`src/rtl/scsa_pkg.sv`:
```
// Shared types and constants for the size-class slot allocator.
// Used by scsa_ctrl, scsa_dp and size_class_slot_allocator; depends on nothing.
package scsa_pkg;

  // size class table, in bytes, smallest first
  localparam int SIZE_TABLE_LEN = 11;
  localparam logic [7:0] CLASS_BYTES [SIZE_TABLE_LEN] =
    '{8'd4, 8'd8, 8'd16, 8'd24, 8'd32, 8'd40, 8'd48, 8'd64, 8'd80, 8'd96, 8'd128};

  // request kinds
  localparam logic KIND_ALLOC = 1'b0;
  localparam logic KIND_FREE  = 1'b1;

  // result status codes
  localparam logic [1:0] STAT_OK        = 2'd0;
  localparam logic [1:0] STAT_TOO_LARGE = 2'd1;
  localparam logic [1:0] STAT_EXHAUSTED = 2'd2;

  // controller to datapath commands
  typedef struct packed {
    logic load;         // capture the incoming word
    logic rd_issue;     // read link RAM at the current list head
    logic exec_commit;  // finish a free, fresh grant or error
    logic pop_commit;   // finish a free-list pop
  } scsa_cmd_t;

endpackage

```
`src/rtl/scsa_ctrl.sv`:
```
// Sequencer for the size-class slot allocator: accept, execute, optional pop.
// Depends on scsa_pkg; drives scsa_dp through scsa_cmd_t and owns out_tvalid.
module scsa_ctrl
  import scsa_pkg::*;
(
  input  logic      clk,
  input  logic      rst_n,
  input  logic      in_tvalid,
  output logic      in_tready,
  output logic      out_tvalid,
  input  logic      out_tready,
  input  logic      pop_pending,
  output scsa_cmd_t cmd
);

  localparam logic [1:0] ST_IDLE = 2'd0;
  localparam logic [1:0] ST_EXEC = 2'd1;
  localparam logic [1:0] ST_POP  = 2'd2;

  logic [1:0] state_r, state_nxt;
  logic       out_valid_r, out_valid_nxt;
  logic       out_free;

  // result register can take a word this cycle
  assign out_free   = !out_valid_r || out_tready;
  assign in_tready  = (state_r == ST_IDLE);
  assign out_tvalid = out_valid_r;

  // next state and commands
  always_comb begin
    state_nxt = state_r;
    cmd       = '0;
    unique case (state_r)
      ST_IDLE: begin
        if (in_tvalid) begin
          cmd.load  = 1'b1;
          state_nxt = ST_EXEC;
        end
      end
      ST_EXEC: begin
        if (pop_pending) begin
          cmd.rd_issue = 1'b1;
          state_nxt    = ST_POP;
        end else if (out_free) begin
          cmd.exec_commit = 1'b1;
          state_nxt       = ST_IDLE;
        end
      end
      ST_POP: begin
        if (out_free) begin
          cmd.pop_commit = 1'b1;
          state_nxt      = ST_IDLE;
        end
      end
      default: begin
        state_nxt = ST_IDLE;
      end
    endcase
  end

  // output valid: set on a finished word, cleared when taken
  always_comb begin
    out_valid_nxt = out_valid_r;
    if (cmd.exec_commit || cmd.pop_commit) begin
      out_valid_nxt = 1'b1;
    end else if (out_tready) begin
      out_valid_nxt = 1'b0;
    end
  end

  always_ff @(posedge clk) begin
    if (!rst_n) begin
      state_r     <= ST_IDLE;
      out_valid_r <= 1'b0;
    end else begin
      state_r     <= state_nxt;
      out_valid_r <= out_valid_nxt;
    end
  end

endmodule

```
`config.mk`:
```
export PLATFORM = sky130hd
export DESIGN_NAME = scsa_ctrl
export DESIGN_NICKNAME = d
export VERILOG_FILES = /design/src/rtl/scsa_pkg.sv /design/src/rtl/scsa_ctrl.sv
export SDC_FILE = /design/constraint.sdc
export NUM_CORES = 1
export LEC_CHECK = 0
export ABC_AREA = 1
export BUFFER_PORTS_ARGS = -buffer_cell sky130_fd_sc_hd__buf_2
export CORE_AREA = 3 3 40 42
export CTS_CLUSTER_SIZE = 12
export DETAILED_ROUTE_END_ITERATION = 10
export DIE_AREA = 0 0 43 45
export PLACE_DENSITY = 0.4
export SETUP_SLACK_MARGIN = 0.15
export SLEW_MARGIN = 20
export SYNTH_ARGS = -nofsm -noshare
export SYNTH_HDL_FRONTEND = slang
export SYNTH_SLANG_ARGS = --single-unit
```
`constraint.sdc`:
```
create_clock -name clk -period 1.1 [get_ports clk]
set_input_delay 0.055 -clock clk [delete_from_list [all_inputs] [get_ports clk]]
set_output_delay 0.055 -clock clk [all_outputs]
set_load 0.01 [all_outputs]
```
== After elaboration in Yosys (flattened, before gate mapping) ==
Index checks and enable logic that the tools add are counted.

* Mux-type cells: 13
* Reductions and logical operators: 5
* Equality and inequality tests: 3

{| class="wikitable"
|+ Operators with widths
! operator !! count
|-
| $mux 1 || 8
|-
| $mux 2 || 4
|-
| $pmux 2 s3 || 1
|-
| $eq 2x1->1 const B || 1
|-
| $eq 2x2->1 const B || 1
|-
| $logic_not 2->1 || 1
|-
| $logic_or 1x1->1 || 2
|-
| $ne 2x2->1 const B || 1
|-
| $reduce_bool 2->1 || 1
|-
| $logic_not 1->1 || 1
|}

* Output and inout port bits: 6
* Register bits: 3
* Word-level logic and storage cells: 23
* Input bits: 5

== Depth between registers and ports, before layout ==
* Depth in word-level cells: 7
* Mapped depth: 5
* Depth with buffers taken out: 5

== Least setup slack after synthesis ==
OpenSTA, ideal clock, no wires.

* Kind: flip-flop to flip-flop
* Start point: reg state_r[0]
* End point: reg state_r[0]
* Period minus slack after synthesis: 0.786 ns
* Path slack: 0.314 ns
* Data arrival time: 0.670 ns
* Data required time: 0.984 ns
* Stages on the path, launching flop included: 5
* Library setup time: 0.116 ns
* Path buffers: 0
* Cell sequence: dfxtp_1 > nor2_2 > nand2_1 > nand2_1 > nor2_1

* Elaborated cells between the ends (all ways): 7
* Classes of those cells: eq/ne (3); mux (3); reduce/logical (1)

{| class="wikitable"
|+ RTL lines
! item !! line !! RTL
|-
| from (decl) || scsa_ctrl.sv:20 || <nowiki>logic [1:0] state_r, state_nxt;</nowiki>
|-
| from (signal assigned) || scsa_ctrl.sv:76 || <nowiki>state_r <= state_nxt;</nowiki>
|-
| $logic_not 2->1 * || -- ||
|-
| via in_tready || scsa_ctrl.sv:9 || <nowiki>output logic in_tready,</nowiki>
|-
| $pmux 2 s3 / $ne 2x2->1 (equally long branches) || -- ||
|}

Mark *: on every way through the listed nets, which the timed path passes. The rest lies on a longest branch.
A chain may end at the register's enable or synchronous reset.

==> results.txt <==
P_sw -> 121 uW
Num CTS Buffers -> 3
die width -> 43 um
detailed placer's ending HPWL -> 375 um
Yosys top cell area share -> 34.0%
initial antenna violation count -> 0
RSZ-0062 raised after global routing -> true
fillers -> 160
CTS clock-pin slew for the worst setup and hold paths -> 0.04 ns
ANT nets after route -> 0
Residual DRC -> 0
critical path class -> reg -> out
required time of the critical path -> 1.04 ns
first-pass GRT wire length -> 828 um
Routability Congestion -> 0.622
met3 WL -> 42 um
vias per inst -> 3.72
syn avg cell area -> 5.88 sq um
Placement Rows -> 13
Post-Route M1 WL -> 182 um
later-pin clock latency in the skew report -> 0.23 ns
area leader, netlist -> dfxtp_1
status -> finished clean
CTS Root Cell -> clkbuf_4
final setup vio count -> 0
register share of total power -> 31.4%
MaxCap Viol Count -> 0
number of library cell types mapped by synthesis -> 10
Util after Layout -> 24.8%
Yosys Warn Count -> 0
Int Power -> 300 uW
layout cell share with drive strength beyond 1 -> 56.5%
port bufs -> 10
Via Count -> 227
CP max FO -> 6
skew final -> 0.000783 ns
Period minus WS final -> 0.971 ns
WL final -> 490 um
wire length per cell -> 8.03 um
crit end category -> output port
gr ovfl total -> 0
Layout area overhead -> 80.9%
DIE AREA -> 1940 sq um
CP Data Arrival Time -> 0.92 ns
clock group share of total power -> 45.5%
syn nets -> 35
IO Pins -> 11
Synth Cell Area -> 176 sq um
Fin Setup TNS -> 0 ns
H-tree depth -> 1
antenna cell count -> 0
total global-route track usage -> 6.41%
Slew @ Worst Pin -> 0.195 ns
CTS tree -> yes
Gate Count Post-Synth -> 30
slew margin rel. -> 86.9%
overall power -> 421 uW
Die Y -> 45 um
final hold viol count -> 0
Yosys reg bits -> 3
power per cell area -> 1320 nW/um^2
period utilisation layout -> 88.2%
Fmax -> 1.03 GHz
Pleak -> 0.000172 uW
met2 wire length -> 266 um
Seq/Total Area, Yosys -> 34.0%
Layout Cells excl Fill -> 61
DP Area -> 245 sq um
Core Footprint -> 1280 sq um
Final Cell Area -> 319 sq um
clock sink total -> 3
drt pass-1 iters -> 3
Sw Share -> 28.8%
vias in the first global route -> 212
nets -> 52
initial drt markers -> 4
Synth area leaders -> dfxtp_1, inv_1, nand2_1
dpl cells -> 55
largest net degree at the start of global routing -> 7
uppermost routed layer -> met3
Clock Tree Buf Depth -> 2
combinational share of power -> 23.0%
Worst setup SP type -> register
Initial Utilization -> 13.7%
path type of the worst min-delay path -> in -> reg
Peak VDD IR -> 282 uV
Final Max Tran Viols -> 0
==> area by class of cell <==
cell class	instances	area [sq um]	share of cell area (%)
Multi-Input combinational cell	18	108	33.7
Sequential cell	3	67.6	21.2
Timing Repair Buffer	12	65.1	20.4
Inverter	9	33.8	10.6
Clock buffer	4	26.3	8.24
Tap cell	15	18.8	5.88
==> per-stage QoR <==
step	hold slack, ns	worst slack [ns]
2_1_floorplan	0.181	0.314
3_3_place_gp	0.305	0.241
3_5_place_dp	0.314	0.234
4_1_cts	0.0553	0.107
5_1_grt	0.0862	0.0539
6_report	0.0621	0.129
==> routing by layer <==
| metal | track usage (%) | vias to the layer above |
|---|---|---|
| met5 | 0 | - |
| met4 | 5.42 | 0 |
| met3 | 3.98 | 0 |
| met2 | 9.88 | 7 |
| met1 | 6.01 | 100 |
| li1 | - | 120 |
==> worst max-delay path, stage by stage, from the launching register on <==
cell and delay [ns]:
dfxtp_4 0.36, nor2_4 0.09, nand3_2 0.07, inv_1 0.05, buf_2 0.11
==> synth_stat cells, drive strengths merged <==
master and count:
a21oi 2, nand2 6, nor3 1, dfxtp 3
nor2 5, inv 9, o21ai 1, nand3 3
==> path summary, 6_finish.rpt <==
check	from	to	slack (ns)	cells after the start
max	state_r[1]$_SDFFE_PN0P_	cmd[1]	0.13	4
min	rst_n	state_r[0]$_SDFFE_PN0P_	0.06	3
min reg2reg	state_r[1]$_SDFFE_PN0P_	state_r[1]$_SDFFE_PN0P_	0.54	2
max reg2reg	state_r[1]$_SDFFE_PN0P_	out_tvalid$_SDFFE_PN0P_	0.29	4
==> flip-flops by register name (all words and copies together), names as in the netlist <==
name and cells:
out_tvalid 1, state_r 2
==> power by group through the flow <==
stage / Combinational [uW] / Sequential (uW) / Clock, uW
global route: 112 / 134 / 210
finish: 96.9 / 132 / 192
CTS: 96.7 / 132 / 203
floorplan: 46.3 / 130 / 0
global placement: 80.1 / 131 / 0
detailed placement: 79.4 / 131 / 0
==> layout by cell type (no fill, tap or decap) <==
master,n
nand3_2,1
nor3_2,1
inv_1,8
nand3_1,2
a21oi_1,1
buf_4,2
clkbuf_1,1
o21ai_0,1
nor2_2,3
dfxtp_4,2
nand2_2,1
nor2_4,1
a21oi_2,1
clkbuf_4,3
dfxtp_1,1
inv_2,1
nor2_1,1
nand2_1,5
buf_2,10
==> repair_timing <==
item,in CTS,in global routing
setup endpoints to repair,5,5
hold buffers,0,0
resized for setup,11,1
pin swaps,4,0
setup buffers,2,0
==> cells by family (layout without fill, tap and decap cells) <==
kind of cell    after synthesis  count (layout)  share of synthesized area, %
compound gates                3               3                          10.6
buf+inv                       9              25                          19.1
flops                         3               3                          34.0
simple gates                 15              15                          36.2
Power figures use the tool's default switching activity.
